`config.mk`:
```
export PLATFORM = sky130hd
export DESIGN_NAME = srmp_ctrl
export DESIGN_NICKNAME = d
export VERILOG_FILES = /design/src/rtl/srmp_pkg.sv /design/src/rtl/srmp_ctrl.sv
export SDC_FILE = /design/constraint.sdc
export NUM_CORES = 1
export LEC_CHECK = 0
export BUFFER_PORTS_ARGS = -buffer_cell sky130_fd_sc_hd__buf_2
export CORE_MARGIN = 4
export CORE_UTILIZATION = 51
export DETAILED_ROUTE_END_ITERATION = 6
export GPL_TIMING_DRIVEN = 0
export PLACE_DENSITY = 0.8
export SLEW_MARGIN = 40
export SYNTH_ARGS = -nofsm -noshare
export SYNTH_HDL_FRONTEND = slang
export SYNTH_SLANG_ARGS = --single-unit
```
`constraint.sdc`:
```
create_clock -name i_clk -period 2.4 [get_ports i_clk]
set_clock_uncertainty 0.15 [all_clocks]
set_input_delay 0.24 -clock i_clk [delete_from_list [all_inputs] [get_ports i_clk]]
set_output_delay 0.24 -clock i_clk [all_outputs]
set_load 0.005 [all_outputs]
```
`src/rtl/srmp_pkg.sv`:
```
// ----------------------------------------------------------------------------
// srmp_pkg: shared types and constants for the step response predictor
// Operation codes, register map, Q16.16 limits and controller/datapath structs.
// ----------------------------------------------------------------------------
package srmp_pkg;

    localparam int DATA_W = 32;

    // operation codes of an input request
    localparam logic [1:0] OP_LOAD   = 2'd0;
    localparam logic [1:0] OP_START  = 2'd1;
    localparam logic [1:0] OP_SAMPLE = 2'd2;

    // register select (paddr[2])
    localparam logic REG_MODEL_LENGTH  = 1'b0;
    localparam logic REG_INITIAL_INPUT = 1'b1;

    localparam logic [6:0] DEFAULT_MODEL_LENGTH = 7'd60;

    localparam logic signed [DATA_W-1:0] Q_MAX = 32'sh7FFF_FFFF;
    localparam logic signed [DATA_W-1:0] Q_MIN = 32'sh8000_0000;

    // controller -> datapath
    typedef struct packed {
        logic take_load;    // write coefficient from the input request
        logic take_start;   // previous input <= initial input
        logic take_sample;  // capture delta, previous input <= plant input
        logic clear_wr;     // write zero to history entry at index
        logic run_issue;    // read history/coefficient for entry at index
        logic run_last;     // entry at index is the last one in use
    } t_dp_cmd;

    // datapath -> controller
    typedef struct packed {
        logic pipe_busy;    // multiply-add stages still hold an entry
        logic out_full;     // result register holds an untaken result
    } t_dp_stat;

endpackage

```
`src/rtl/srmp_ctrl.sv`:
```
// ----------------------------------------------------------------------------
// srmp_ctrl: sequencer for the step response predictor
// Walks the history for clearing passes and per-sample multiply-add sweeps.
// ----------------------------------------------------------------------------
module srmp_ctrl
    import srmp_pkg::*;
#(
    parameter int MAX_HORIZON = 64
) (
    input  logic                           i_clk,
    input  logic                           i_rst_n,
    input  logic                           i_in_valid,
    input  logic [1:0]                     i_operation,
    input  logic [6:0]                     i_model_length,
    input  t_dp_stat                       i_stat,
    output logic                           o_in_stall,
    output t_dp_cmd                        o_cmd,
    output logic [$clog2(MAX_HORIZON)-1:0] o_idx
);

    localparam int IDX_W = $clog2(MAX_HORIZON);
    localparam logic [IDX_W-1:0] CLR_LAST = IDX_W'(MAX_HORIZON - 1);
    localparam logic [IDX_W-1:0] IDX_ONE  = IDX_W'(1);
    localparam logic [31:0]      HMAX     = 32'(MAX_HORIZON);

    localparam logic [2:0] ST_IDLE  = 3'd0;
    localparam logic [2:0] ST_CLEAR = 3'd1;
    localparam logic [2:0] ST_WAIT  = 3'd2;
    localparam logic [2:0] ST_RUN   = 3'd3;
    localparam logic [2:0] ST_DRAIN = 3'd4;

    logic [2:0]       r_state, n_state;
    logic [IDX_W-1:0] r_cnt, n_cnt;
    logic [IDX_W-1:0] r_last_idx, n_last_idx;
    logic [31:0]      len_eff;

    // entries in use, limited to the history depth
    assign len_eff = (32'(i_model_length) > HMAX) ? HMAX : 32'(i_model_length);

    assign o_in_stall = (r_state != ST_IDLE);
    assign o_idx      = r_cnt;

    always_comb begin
        n_state    = r_state;
        n_cnt      = r_cnt;
        n_last_idx = r_last_idx;
        o_cmd      = '0;
        case (r_state)
            ST_IDLE: begin
                if (i_in_valid) begin
                    case (i_operation)
                        OP_LOAD: begin
                            o_cmd.take_load = 1'b1;
                        end
                        OP_START: begin
                            o_cmd.take_start = 1'b1;
                            n_state          = ST_CLEAR;
                            n_cnt            = '0;
                        end
                        OP_SAMPLE: begin
                            // zero length: sample is dropped, no state change
                            if (i_model_length != 7'd0) begin
                                o_cmd.take_sample = 1'b1;
                                n_last_idx        = IDX_W'(len_eff - 32'd1);
                                n_state           = ST_WAIT;
                            end
                        end
                        default: begin
                        end
                    endcase
                end
            end
            ST_CLEAR: begin
                o_cmd.clear_wr = 1'b1;
                if (r_cnt == CLR_LAST) begin
                    n_state = ST_IDLE;
                    n_cnt   = '0;
                end else begin
                    n_cnt = r_cnt + IDX_ONE;
                end
            end
            ST_WAIT: begin
                if (!i_stat.out_full) begin
                    n_state = ST_RUN;
                    n_cnt   = '0;
                end
            end
            ST_RUN: begin
                o_cmd.run_issue = 1'b1;
                o_cmd.run_last  = (r_cnt == r_last_idx);
                if (r_cnt == r_last_idx) begin
                    n_state = ST_DRAIN;
                end else begin
                    n_cnt = r_cnt + IDX_ONE;
                end
            end
            ST_DRAIN: begin
                if (!i_stat.pipe_busy) begin
                    n_state = ST_IDLE;
                end
            end
            default: begin
                n_state = ST_IDLE;
            end
        endcase
    end

    always_ff @(posedge i_clk) begin
        if (!i_rst_n) begin
            r_state    <= ST_CLEAR;
            r_cnt      <= '0;
            r_last_idx <= '0;
        end else begin
            r_state    <= n_state;
            r_cnt      <= n_cnt;
            r_last_idx <= n_last_idx;
        end
    end

endmodule

```
==> summary.txt <==
GRT
  • Global-route wire length before repair: roughly 4.2 mm
  • Number of antenna violations at the first check in global routing: 0
  • Global-route usage over all layers: 0.2028
  • Via count of the first global-routing pass: 958
  • Total congestion overflow: 0
  • Pin count of the biggest net entering global routing: 11

Die
  • Chip width: 52.33 um
  • Initial standard-cell utilization of the core: 0.5562
  • IO Pins: 27
  • Core region area: 1802 um2
  • Number of rows created at floorplan: 15
  • Die H: 52.33 um
  • Full die area: 2738 um2

Synthesis
  • Share of flip-flops with an asynchronous set or reset: 0
  • Mean cell area of the mapped netlist: 8.283 um2
  • Sequential share of the synthesized area: 0.2996
  • Area of the mapped netlist: 1002 um2
  • Count of flip-flops with a built-in enable after synthesis: 0
  • Yosys Warn Count: 0
  • Main flop type after synthesis: sky130_fd_sc_hd__dfxtp_1
  • Gate Count Post-Synth: ~120
  • Synth unique cells: 41
  • Yosys reg bits: 15
  • Number of nets in the synthesized netlist: between 100 and 150

Finish
  • Footprint of the multi-input gates: ~660 um2
  • Total Nets Final: 168
  • Filler cells: 178
  • Most used cells in the layout excluding fill and tap cells: 28 x sky130_fd_sc_hd__buf_2, 15 x sky130_fd_sc_hd__dfxtp_1, 12 x sky130_fd_sc_hd__nor2_1
  • Total area of sequential cells: ~300 um2
  • Summed area of non-filler cells in the final layout: 1195 um2
  • Final core utilization: 0.6632
  • Antenna cell count: 0
  • Leading cell type in the layout, fill and taps excluded: sky130_fd_sc_hd__buf_2
  • Syn-to-layout area delta: 19.23%
  • Share of layout cells above drive strength 1: 0.2649
  • Filler-free cell count of the finished design: 176

Drt
  • Post-route DRC violation count: 0
  • Via Count: 1003
  • Vias per cell: 5.699
  • Routed WL per cell: between 10 and 15 um
  • Number of DRC markers after the initial detailed-route iteration: 13
  • Sum of routed wire length over all layers: 2.333 mm
  • Pre-antenna DRT Iters: 4
  • Final ANT Viol Nets: 0

STA
  • Unrepaired setup endpoints after global routing: no
  • Period utilisation layout: 0.8887
  • Total count of max-transition violations in the final report: 0
  • Worst-case hold slack: 0.04325 ns
  • Hold Fails Final Rpt: 0
  • FMAX: ~470 MHz
  • Actual transition at the worst max-transition pin: about 0.51 ns
  • Min cycle time layout: between 2 and 2.5 ns
  • # setup viols final: 0
  • Total Neg Setup Slack: 0 ns
  • Slack of the critical path: 0.2670 ns
  • Headroom to the max-slew limit: 0.6582

Clocking
  • Total clock buffers created by CTS: 3
  • Hold buffer count at CTS: 0
  • Root cell of the clock tree: sky130_fd_sc_hd__clkbuf_4
  • Clk sinks: 15
  • CTS clock-pin slew for the worst setup and hold paths: 0.09 ns
  • CTS tree: built
  • Worst skew pair latency: between 0.2 and 0.3 ns
  • Buffers from clock root to sink, at most: 2
  • H-tree depth: 1

Critical path
  • Maximum fanout encountered on the critical timing path: 10
  • Cell with the biggest individual delay on the critical path: sky130_fd_sc_hd__dfxtp_1
  • Type of element capturing the critical path: primary output
  • Critical path data arrival time: 1.74 ns
  • Critical Path, Cell by Cell: buf_2 -> nor3_2 -> nand2_1 -> nor3_2 -> buf_6 -> buf_2
  • Sort of element at the start of the critical path: flop
  • Required time of the critical path: roughly 2 ns
  • Peak per-stage delay on the critical path: 0.34 ns
  • Critical path type: flop to primary output

Pwr
  • Worst ir drop on vdd: 0.2512 mV
  • Power per cell area: just under 400 nW/um2
  • Total leakage power: between 0.5 and 0.6 nW
  • Final Power: 0.4716 mW

Placement
  • RePlAce Congestion: 0.8532
  • Placement-stage worst setup slack: 0.4762 ns
  • Total placed instance area: 1164 um2
  • Placed cell count: 172
  • HPWL after detailed placement: 1.834 mm
  • Port Buf Inserts: 26

Run status
  • Outcome: finished, final reports clean

Flow run
  • Max-cap check violation count: 0

Hold path
  • Hold crit path type: input pin to flop
==> cell type report <==
type	instances	share of cell area
clock buffer	4	0.02199
tap	25	0.02618
buffer	4	0.02723
timing repair buffer	26	0.1089
sequential	15	0.2513
inverter	5	0.01571
multi-input combinational	97	0.5487
==> routing by layer <==
layer / up-vias / track usage / share of wire / routed length, um
li1: 505 / - / - / -
met1: 464 / 0.2366 / 0.46 / 1064
met2: 30 / 0.3388 / 0.47 / 1104
met3: 4 / 0.02849 / 0.051 / 118
met4: 0 / 0.1362 / 0.019 / 44
met5: - / 0 / 0 / 0
==> critical path, delay by kind of cell (launching register included) <==
| family | cells | cell delay (ns) |
|---|---|---|
| and+or+nand+nor | 3 | 0.63 |
| buffers and inverters | 3 | 0.48 |
| DFF | 1 | 0.34 |
==> logic make-up (layout without fill, tap and decap cells) <==
kind of cell,after synthesis,after routing,share of synthesized area
buffers and inverters,9,39,0.05119
DFF,15,15,0.2996
xor gates and xnor gates,10,10,0.08739
adders and majority gates,2,2,0.02496
AOI/OAI and AO/OA,33,33,0.2310
and+or+nand+nor,52,52,0.3059
==> cell usage after synthesis (all sizes together) (2+ instances only) <==
| cell type | number | area share |
|---|---|---|
| nand3 | 4 | 0.020 |
| nand2b | 2 | 0.012 |
| nor2 | 12 | 0.045 |
| dfxtp | 15 | 0.30 |
| inv | 5 | 0.019 |
| o31ai | 5 | 0.037 |
| and3 | 2 | 0.012 |
| or4 | 3 | 0.026 |
| a211oi | 3 | 0.022 |
| a311oi | 2 | 0.017 |
| o21ai | 7 | 0.035 |
| nor3 | 6 | 0.035 |
| o211ai | 3 | 0.022 |
| a21boi | 3 | 0.022 |
| nand2 | 9 | 0.034 |
| xnor2 | 5 | 0.044 |
| nor2b | 3 | 0.019 |
| xor2 | 5 | 0.044 |
| and2 | 3 | 0.019 |
| buf | 4 | 0.032 |
| a21oi | 3 | 0.015 |
| ha | 2 | 0.025 |
==> where the power goes <==
| group | leakage (nW) | internal, mW | total [mW] | switching (mW) |
|---|---|---|---|---|
| registers | 0.121 | 0.253 | 0.261 | 0.00752 |
| clock network | 0.0150 | 0.0644 | 0.146 | 0.0813 |
| logic | 0.388 | 0.0307 | 0.0651 | 0.0344 |
==> state kept, by name, summed over array words and instances, names as in the netlist <==
signal and flops:
r_state 3, r_last_idx 6, o_idx 6
==> what timing repair did <==
item                                    CTS  global route
gates resized for setup                   0             1
endpoints found under the setup margin    0             1
buffers inserted                          0             0
==> worst paths after layout <==
| path | from | to | slack (ns) | cells after the start |
|---|---|---|---|---|
| min reg2reg | r_last_idx[4] | r_last_idx[4] | 0.36 | 2 |
| min | i_model_length[0] | r_last_idx[0] | 0.04 | 2 |
| max reg2reg | o_idx[0] | o_idx[5] | 0.53 | 6 |
| max | r_state[1] | o_cmd[3] | 0.27 | 6 |
(Power assumes the default switching activity.)
